**src/cia_pkg.sv**
```systemverilog
// package for the timer, time-of-day and interrupt unit
// payload structs and register codes; no dependencies
package cia_pkg;

	typedef enum logic [1:0] {
		CMD_READ  = 2'd0,
		CMD_WRITE = 2'd1,
		CMD_TICK  = 2'd2,
		CMD_TOD   = 2'd3
	} cmd_t;

	typedef enum logic [3:0] {
		REG_PRA   = 4'd0,
		REG_PRB   = 4'd1,
		REG_DDRA  = 4'd2,
		REG_DDRB  = 4'd3,
		REG_TALO  = 4'd4,
		REG_TAHI  = 4'd5,
		REG_TBLO  = 4'd6,
		REG_TBHI  = 4'd7,
		REG_TODLO = 4'd8,
		REG_TODMID = 4'd9,
		REG_TODHI = 4'd10,
		REG_UNUSED = 4'd11,
		REG_SDR   = 4'd12,
		REG_ICR   = 4'd13,
		REG_CRA   = 4'd14,
		REG_CRB   = 4'd15
	} reg_idx_t;

	typedef struct packed {
		logic [1:0] cmd;
		logic [3:0] reg_index;
		logic [7:0] wdata;
	} in_beat_t;

	typedef struct packed {
		logic [7:0] rdata;
		logic       irq_active;
	} out_beat_t;

	localparam logic [7:0] CR_START    = 8'h01;
	localparam logic [7:0] CR_ONESHOT  = 8'h08;
	localparam logic [7:0] CR_LOAD     = 8'h10;
	localparam logic [7:0] CR_ATTACH   = 8'h41;
	localparam logic [7:0] CR_ALARM    = 8'h80;
	localparam logic [7:0] ICR_SET     = 8'h80;
	localparam logic [4:0] ICR_MASK    = 5'h1f;
	localparam logic [4:0] IRQ_TA      = 5'h01;
	localparam logic [4:0] IRQ_TB      = 5'h02;
	localparam logic [4:0] IRQ_ALRM    = 5'h04;

	function automatic logic [15:0] load_value(input logic [15:0] latch);
		load_value = (latch == 16'd0) ? 16'd1 : latch;
	endfunction

endpackage

```
**src/cia_timer_tod_interrupt_unit.sv**
```systemverilog
// Takes one register access or tick per cycle (registered input beat, one
// pass of update logic, registered result) unless stalled. Depends on cia_pkg.
//
// The unit accepts one beat every clock: an input register holds the beat,
// the state update and result are computed in one pass, and the result lands
// in an output register once that register is empty or being taken.
// Throughput is one beat per cycle while the result side keeps up, and a
// stalled result holds the input register and drops in_ready.
module cia_timer_tod_interrupt_unit import cia_pkg::*; (
	input  logic      clk,
	input  logic      arst_n,
	input  logic      in_valid,
	output logic      in_ready,
	input  in_beat_t  in_data,
	output logic      out_valid,
	input  logic      out_ready,
	output out_beat_t out_data,
	input  logic      cfg_we,
	input  logic      cfg_wdata
);

	logic     v_s1;
	in_beat_t b_s1;
	logic     adv;
	logic     unit_q;

	logic [15:0] ta_q, tb_q, tal_q, tbl_q;
	logic [7:0]  cra_q, crb_q, irq_q;
	logic [4:0]  msk_q;
	logic [23:0] tod_q, alm_q, rh_q, ws_q;
	logic        rhing_q, whing_q;
	logic [7:0]  pa_q, pb_q, ddrb_q, sdr_q;

	logic [15:0] ta_n, tb_n, tal_n, tbl_n;
	logic [7:0]  cra_n, crb_n, irq_n, rd;
	logic [4:0]  msk_n;
	logic [23:0] tod_n, alm_n, rh_n, ws_n;
	logic        rhing_n, whing_n;
	logic [7:0]  pa_n, pb_n, ddrb_n, sdr_n;

	// result stage moves when empty or taken
	assign adv      = !out_valid || out_ready;
	assign in_ready = !v_s1 || adv;

	always_ff @(posedge clk or negedge arst_n) begin
		if (!arst_n) begin
			v_s1   <= 1'b0;
			unit_q <= 1'b0;
		end else begin
			if (cfg_we) unit_q <= cfg_wdata;
			if (in_ready) v_s1 <= in_valid;
		end
	end

	always_ff @(posedge clk) begin
		if (in_ready && in_valid) b_s1 <= in_data;
	end

	function automatic logic alarm_hit(input logic [23:0] t, input logic [23:0] a);
		logic [23:0] tm;
		tm = t - 24'd1;
		alarm_hit = (t == a) || ((t[11:0] == 12'd0) && ({tm[23:12], 12'd0} == a));
	endfunction

	always_comb begin
		logic [4:0] raise;
		logic [15:0] dec;
		logic       ua, bcnt;
		ta_n = ta_q; tb_n = tb_q; tal_n = tal_q; tbl_n = tbl_q;
		cra_n = cra_q; crb_n = crb_q; irq_n = irq_q; msk_n = msk_q;
		tod_n = tod_q; alm_n = alm_q; rh_n = rh_q; ws_n = ws_q;
		rhing_n = rhing_q; whing_n = whing_q;
		pa_n = pa_q; pb_n = pb_q; ddrb_n = ddrb_q; sdr_n = sdr_q;
		rd = 8'd0; raise = 5'd0; ua = 1'b0; bcnt = 1'b0; dec = 16'd0;
		case (cmd_t'(b_s1.cmd))
			CMD_READ: begin
				unique case (reg_idx_t'(b_s1.reg_index))
					REG_PRA:  rd = pa_q;
					REG_PRB:  rd = pb_q;
					REG_DDRA: rd = unit_q ? 8'hff : 8'h03;
					REG_DDRB: rd = unit_q ? 8'hff : ddrb_q;
					REG_TALO: rd = ta_q[7:0];
					REG_TAHI: rd = ta_q[15:8];
					REG_TBLO: rd = tb_q[7:0];
					REG_TBHI: rd = tb_q[15:8];
					REG_TODLO: begin
						rd = rhing_q ? rh_q[7:0] : tod_q[7:0];
						rhing_n = 1'b0;
					end
					REG_TODMID: rd = rhing_q ? rh_q[15:8] : tod_q[15:8];
					REG_TODHI: begin
						rd = tod_q[23:16];
						rhing_n = 1'b1;
						rh_n = tod_q;
					end
					REG_SDR: begin
						rd = sdr_q;
					end
					REG_ICR: begin
						rd = irq_q;
						irq_n = 8'd0;
					end
					REG_CRA: rd = cra_q;
					REG_CRB: rd = crb_q;
					default: rd = 8'hff;
				endcase
			end
			CMD_WRITE: begin
				unique case (reg_idx_t'(b_s1.reg_index))
					REG_PRA: pa_n = b_s1.wdata;
					REG_PRB: pb_n = b_s1.wdata;
					REG_DDRB: if (!unit_q) ddrb_n = b_s1.wdata;
					REG_TALO: tal_n[7:0] = b_s1.wdata;
					REG_TAHI: begin
						tal_n[15:8] = b_s1.wdata;
						if (!cra_q[0] || cra_q[3]) ta_n = load_value(tal_n);
						if (cra_q[3]) cra_n[0] = 1'b1;
					end
					REG_TBLO: tbl_n[7:0] = b_s1.wdata;
					REG_TBHI: begin
						tbl_n[15:8] = b_s1.wdata;
						if (!crb_q[0] || crb_q[3]) tb_n = load_value(tbl_n);
						if (crb_q[3]) crb_n[0] = 1'b1;
					end
					REG_TODLO: begin
						if (crb_q[7]) alm_n[7:0] = b_s1.wdata;
						else begin
							whing_n = 1'b0;
							ws_n[7:0] = b_s1.wdata;
							tod_n = ws_n;
						end
						if (!whing_n && alarm_hit(tod_n, alm_n)) raise = IRQ_ALRM;
					end
					REG_TODMID: begin
						if (crb_q[7]) begin
							alm_n[15:8] = b_s1.wdata;
							if (!whing_q && alarm_hit(tod_q, alm_n)) raise = IRQ_ALRM;
						end else begin
							whing_n = 1'b1;
							ws_n[15:8] = b_s1.wdata;
						end
					end
					REG_TODHI: begin
						if (crb_q[7]) begin
							alm_n[23:16] = b_s1.wdata;
							if (!whing_q && alarm_hit(tod_q, alm_n)) raise = IRQ_ALRM;
						end else begin
							whing_n = 1'b1;
							ws_n[23:16] = b_s1.wdata;
						end
					end
					REG_SDR: sdr_n = b_s1.wdata;
					REG_ICR: begin
						if (b_s1.wdata[7]) msk_n = msk_q | b_s1.wdata[4:0];
						else msk_n = msk_q & ~b_s1.wdata[4:0];
					end
					REG_CRA: begin
						if (b_s1.wdata[4]) ta_n = load_value(tal_q);
						cra_n = b_s1.wdata & ~CR_LOAD;
					end
					REG_CRB: begin
						if (b_s1.wdata[4]) tb_n = load_value(tbl_q);
						crb_n = b_s1.wdata & ~CR_LOAD;
					end
					default: ;
				endcase
			end
			CMD_TICK: begin
				if (cra_q[0]) begin
					ta_n = ta_q - 16'd1;
					if (ta_n == 16'd0) begin
						ua = 1'b1;
						ta_n = load_value(tal_q);
						if (cra_q[3]) cra_n[0] = 1'b0;
						raise = raise | IRQ_TA;
					end
				end
				bcnt = ((crb_q & CR_ATTACH) == CR_START) ||
					(ua && ((crb_q & CR_ATTACH) == CR_ATTACH));
				if (bcnt) begin
					dec = tb_q - 16'd1;
					tb_n = dec;
					if (dec == 16'd0) begin
						tb_n = load_value(tbl_q);
						if (crb_q[3]) crb_n[0] = 1'b0;
						raise = raise | IRQ_TB;
					end
				end
			end
			default: begin
				if (!whing_q) begin
					tod_n = tod_q + 24'd1;
					if (alarm_hit(tod_n, alm_q)) raise = IRQ_ALRM;
				end
			end
		endcase
		irq_n[4:0] = irq_n[4:0] | raise;
		if ((irq_n[4:0] & msk_n) != 5'd0) irq_n[7] = 1'b1;
	end

	always_ff @(posedge clk or negedge arst_n) begin
		if (!arst_n) begin
			ta_q <= 16'hffff; tb_q <= 16'hffff; tal_q <= 16'hffff; tbl_q <= 16'hffff;
			cra_q <= 8'd0; crb_q <= 8'd0; irq_q <= 8'd0; msk_q <= 5'd0;
			tod_q <= 24'd0; alm_q <= 24'd0; rh_q <= 24'd0; ws_q <= 24'd0;
			rhing_q <= 1'b0; whing_q <= 1'b1;
			pa_q <= 8'hff; pb_q <= 8'd0; ddrb_q <= 8'd0; sdr_q <= 8'd0;
			out_valid <= 1'b0;
		end else if (adv) begin
			out_valid <= v_s1;
			if (v_s1) begin
				ta_q <= ta_n; tb_q <= tb_n; tal_q <= tal_n; tbl_q <= tbl_n;
				cra_q <= cra_n; crb_q <= crb_n; irq_q <= irq_n; msk_q <= msk_n;
				tod_q <= tod_n; alm_q <= alm_n; rh_q <= rh_n; ws_q <= ws_n;
				rhing_q <= rhing_n; whing_q <= whing_n;
				pa_q <= pa_n; pb_q <= pb_n; ddrb_q <= ddrb_n; sdr_q <= sdr_n;
			end
		end
	end

	always_ff @(posedge clk) begin
		if (adv && v_s1) begin
			out_data.rdata      <= rd;
			out_data.irq_active <= irq_n[7];
		end
	end

`ifndef SYNTHESIS
	a_tod_hold: assert property (@(posedge clk) disable iff (!arst_n)
		whing_q && !(adv && v_s1 && cmd_t'(b_s1.cmd) == CMD_WRITE &&
		reg_idx_t'(b_s1.reg_index) == REG_TODLO) |=> $stable(tod_q))
		else $error("tod moved while held");
	a_summary: assert property (@(posedge clk) disable iff (!arst_n)
		((irq_q[4:0] & msk_q) != 5'd0) && !$past(v_s1 && b_s1.cmd == CMD_READ &&
		b_s1.reg_index == REG_ICR) |-> irq_q[7] || $past(!arst_n))
		else $error("irq summary missing");
	a_ta_nonzero: assert property (@(posedge clk) disable iff (!arst_n)
		ta_q != 16'd0) else $error("timer a zero");
`endif

endmodule

```
**config.mk**
```make
export PLATFORM = sky130hd
export DESIGN_NAME = cia_timer_tod_interrupt_unit
export DESIGN_NICKNAME = d
export VERILOG_FILES = /design/src/cia_pkg.sv /design/src/cia_timer_tod_interrupt_unit.sv
export SDC_FILE = /design/constraint.sdc
export NUM_CORES = 1
export LEC_CHECK = 0
export BUFFER_PORTS_ARGS = -buffer_cell sky130_fd_sc_hd__buf_2
export CORE_MARGIN = 2
export CORE_UTILIZATION = 64
export CTS_CLUSTER_DIAMETER = 100
export CTS_CLUSTER_SIZE = 25
export DETAILED_ROUTE_END_ITERATION = 7
export GPL_TIMING_DRIVEN = 0
export PLACE_DENSITY = 0.87
export SETUP_SLACK_MARGIN = 0.1
export SYNTH_ARGS = -nofsm -noshare
export SYNTH_HDL_FRONTEND = slang
export SYNTH_SLANG_ARGS = --single-unit
```
**constraint.sdc**
```tcl
create_clock -name clk -period 3.8 [get_ports clk]
set_clock_uncertainty 0.15 [all_clocks]
set_input_delay 0.38 -clock clk [delete_from_list [all_inputs] [get_ports clk]]
set_output_delay 0.38 -clock clk [all_outputs]
set_load 0.05 [all_outputs]
```
==> metrics.md <==
| Metric | Value |
|---|---|
| FMAX | `0.272 GHz` |
| Max_cap viols | `0` |
| Library cells used by synthesis | `94` |
| Vias per cell | `7.21` |
| Post-Syn Nets | `1779` |
| Gr ovfl total | `0` |
| Final worst slack | `0.121 ns` |
| CTS Buf Count | `14` |
| Tightest Pin Transition | `1.39 ns` |
| Number of flops mapped to enable cells by yosys | `23` |
| I/O Buffers | `30` |
| Critical Path RT | `4.01 ns` |
| Peak supply drop | `0.469 mV` |
| Largest net degree at the start of global routing | `123` |
| Hold_ws | `0.101 ns` |
| Core area | `24400 um^2` |
| NumNets Final | `1850` |
| Crit. End Element | `flop` |
| Clock Latency Late Sink | `0.52 ns` |
| Rows | `57` |
| Outcome | `finished, violations left` |
| Worst hold start | `out_ready` |
| Switching power | `4.07 mW` |
| CTS tree | `done` |
| Die height | `162 um` |
| Sequential area share after synthesis | `0.373` |
| DRT Pass-1 Iters | `8` |
| CTS Root Cell | `clkbuf_16` |
| Wire length per cell | `27.4 um` |
| Sink Count | `229` |
| Share of synthesized registers carrying an async set or reset | `0.900` |
| Endpoints failing hold | `0` |
| Worst slack at placement | `-0.311 ns` |
| Post-Syn Area | `15900 um^2` |
| Register-to-register setup slack | `0.12 ns` |
| GP Congestion | `1.07` |
| Vias in the first global route | `14600` |
| Starting DRT DRC Count | `2695` |
| Crit-path leading delay family | `simple AND/OR/NAND/NOR gates` |
| Sum Neg Setup Slack | `0 ns` |
| Commonest non-fill, non-tap cell in the layout | `nand2_1` |
| Relative slew slack | `0.0648` |
| Initial Util | `0.653` |
| WP depth | `10` |
| Layout cell share with drive strength beyond 1 | `0.194` |
| Worst hold path endpoint | `v_s1$_DFFE_PN0N_` |
| Startpoint types | `flop` |
| Finished Cell Area | `17400 um^2` |
| Synth warnings | `0` |
| R2R Path Start | `tod_q[1]$_DFFE_PN0P_` |
| Period utilization | `0.968` |
| Most used DFF post-synth | `dfrtp_1` |
| Pwr Density | `535 nW/um^2` |
| FF+latch count, synth | `229` |
| Die extent in x | `162 um` |
| Worst Hold Path Cells | `3` |
| Syn Inst Count | `1748` |
| Antenna Nets Post-Route | `0` |
| Sw frac | `0.438` |
| Slowest stage cell, crit path | `or4b_2` |
| Bufs on Longest Clock Path | `3` |
| Layout Area Growth over Synthesis | `8.90%` |
| Fillers | `1949` |
| Violated checks | `DRC` |
| Placed Area | `16500 um^2` |
| Ant diodes | `0` |
| Crit path DAT | `3.89 ns` |
| Worst r2r dst | `out_data[0]$_DFFE_PP_` |
| I/O pins | `31` |
| Pint | `5.21 mW` |
| Post-synthesis area per instance | `9.12 um^2` |
| Final wirelength | `58.8 mm` |
| Seq pwr share | `0.385` |
| RSZ-0062 raised after global routing | `yes` |
| Finished Layout Cells | `2150` |
| DRC viols | `11` |
| Pins Over Slew Limit | `0` |
| Placed insts | `2104` |
| Worst-path maximum fanout | `10` |
| R2R cell count | `10` |
| # H-tree levels | `1` |
| First-pass GRT wire length | `88.2 mm` |
| Initial antenna violation count | `1` |
| Pleak | `6.59 nW` |
| Min-delay worst type | `primary input to flop` |
| Commonest non-fill, non-tap cells in the layout | `183 x nand2_1, 133 x dfrtp_1, 130 x mux2_2` |
| Comb pwr share | `0.434` |
| Worst path bufs/invs | `2` |
| Clock Power Share | `0.182` |
| Final setup fails | `0` |
| Post-route minimum period | `3.68 ns` |
| CP Cell Sequence | `buf_2 -> nand4_1 -> buf_2 -> nor3_1 -> or4b_2 -> a22oi_1 -> nand4_1 -> nand3_1 -> nor3_1 -> a21oi_1` |
| HPWL Detailed | `43.7 mm` |
| Crit path kind | `flop to flop` |
| Gr usage total | `0.443` |
| Clock Pin Slew Worst Setup and Hold Paths | `0.10 ns` |
| CP peak stage delay | `0.64 ns` |
| Die ar. | `26200 um^2` |
| DR vias | `15500` |
[layer usage]
layer / share of wire / vias to the layer above / GRT usage
li1: - / 6561 / -
met5: 0.00025 / - / 0
met1: 0.37 / 7379 / 0.616
met3: 0.16 / 241 / 0.149
met4: 0.049 / 2 / 0.177
met2: 0.42 / 1310 / 0.639
[cells by family (layout without fill, tap and decap cells)]
kind of cell               after synthesis  count (layout)  synth area share
adders and majority gates               11              11           0.00864
buffers and inverters                  171             249            0.0433
and+or+nand+nor                        631             631             0.212
DFF                                    229             229             0.373
muxes                                  186             186             0.127
AOI/OAI and AO/OA                      391             391             0.165
xor gates and xnor gates               129             129            0.0714
[worst reg2reg max path: cells and delay by family (launching register included)]
family,cells,cell delay (ns)
AND/OR/NAND/NOR,6,2.06
buffers and inverters,2,0.62
flip-flops,1,0.36
AO/OA/AOI/OAI,2,0.35
[power groups by stage]
stage / clock network [mW] / registers, mW / logic [mW]
after floorplan: 0 / 3.38 / 2.73
after global placement: 0 / 3.53 / 3.67
after detailed placement: 0 / 3.55 / 3.77
after CTS: 1.68 / 3.51 / 3.82
after global routing: 1.77 / 3.59 / 4.25
final: 1.69 / 3.57 / 4.02
[cell usage after synthesis (24+ instances only)]
cell type | count | area share
mux2_2 | 130 | 0.092
nor2_1 | 115 | 0.027
nand3_1 | 58 | 0.018
nand4_1 | 25 | 0.0098
dfstp_2 | 73 | 0.12
o21ai_0 | 103 | 0.032
xor2_1 | 26 | 0.014
a31oi_1 | 24 | 0.0094
inv_1 | 36 | 0.0085
nor3_1 | 55 | 0.017
xnor2_1 | 102 | 0.056
a21oi_1 | 75 | 0.024
mux2i_1 | 56 | 0.035
clkbuf_1 | 98 | 0.023
nand2_1 | 183 | 0.043
dfrtp_1 | 133 | 0.21
nor4_1 | 31 | 0.012
[what timing repair did]
action	4_1_cts	5_1_grt
endpoints found under the setup margin	35	51
resized for setup	16	23
hold buffers	18	0
pin swaps	2	2
endpoints found under the hold margin	75	0
setup buffers	2	4
cloned	0	0
[how the worst max path moves through the flow]
stage                                  endpoint                 start
after floorplan           out_data[0]$_DFFE_PP_  tod_q[0]$_DFFE_PN0P_
after global placement      pb_q[0]$_DFFE_PN0P_                arst_n
after detailed placement  out_data[0]$_DFFE_PP_  tod_q[0]$_DFFE_PN0P_
after CTS                 out_data[0]$_DFFE_PP_  tod_q[4]$_DFFE_PN0P_
after global routing      out_data[0]$_DFFE_PP_  tod_q[1]$_DFFE_PN0P_
final                     out_data[0]$_DFFE_PP_  tod_q[1]$_DFFE_PN0P_
[stage by stage]
stage,utilization,total power [mW]
final,0.711,9.28
after global routing,0.711,9.61
after CTS,0.707,9.02
after detailed placement,0.678,7.32
after global placement,0.676,7.20
after floorplan,-,6.11
[registers in the layout (all words and copies together) (netlist names), 9 cells and up]
name / flops
alm_q: 24
ta_q: 16
tal_q: 16
tb_q: 16
rh_q: 16
out_data: 9
ws_q: 16
tbl_q: 16
tod_q: 24
b_s1: 14
[cell type report]
class / instances / area (um^2) / share of cell area
clock inverter: 4 / 53.8 / 0.00310
tap: 324 / 405 / 0.0234
buffer: 133 / 557 / 0.0321
sequential: 229 / 5940 / 0.342
multi-input combinational: 1348 / 9440 / 0.544
inverter: 37 / 139 / 0.00800
timing repair buffer: 56 / 433 / 0.0249
clock buffer: 19 / 390 / 0.0225
Note: power is estimated with default switching activity, not from simulation.
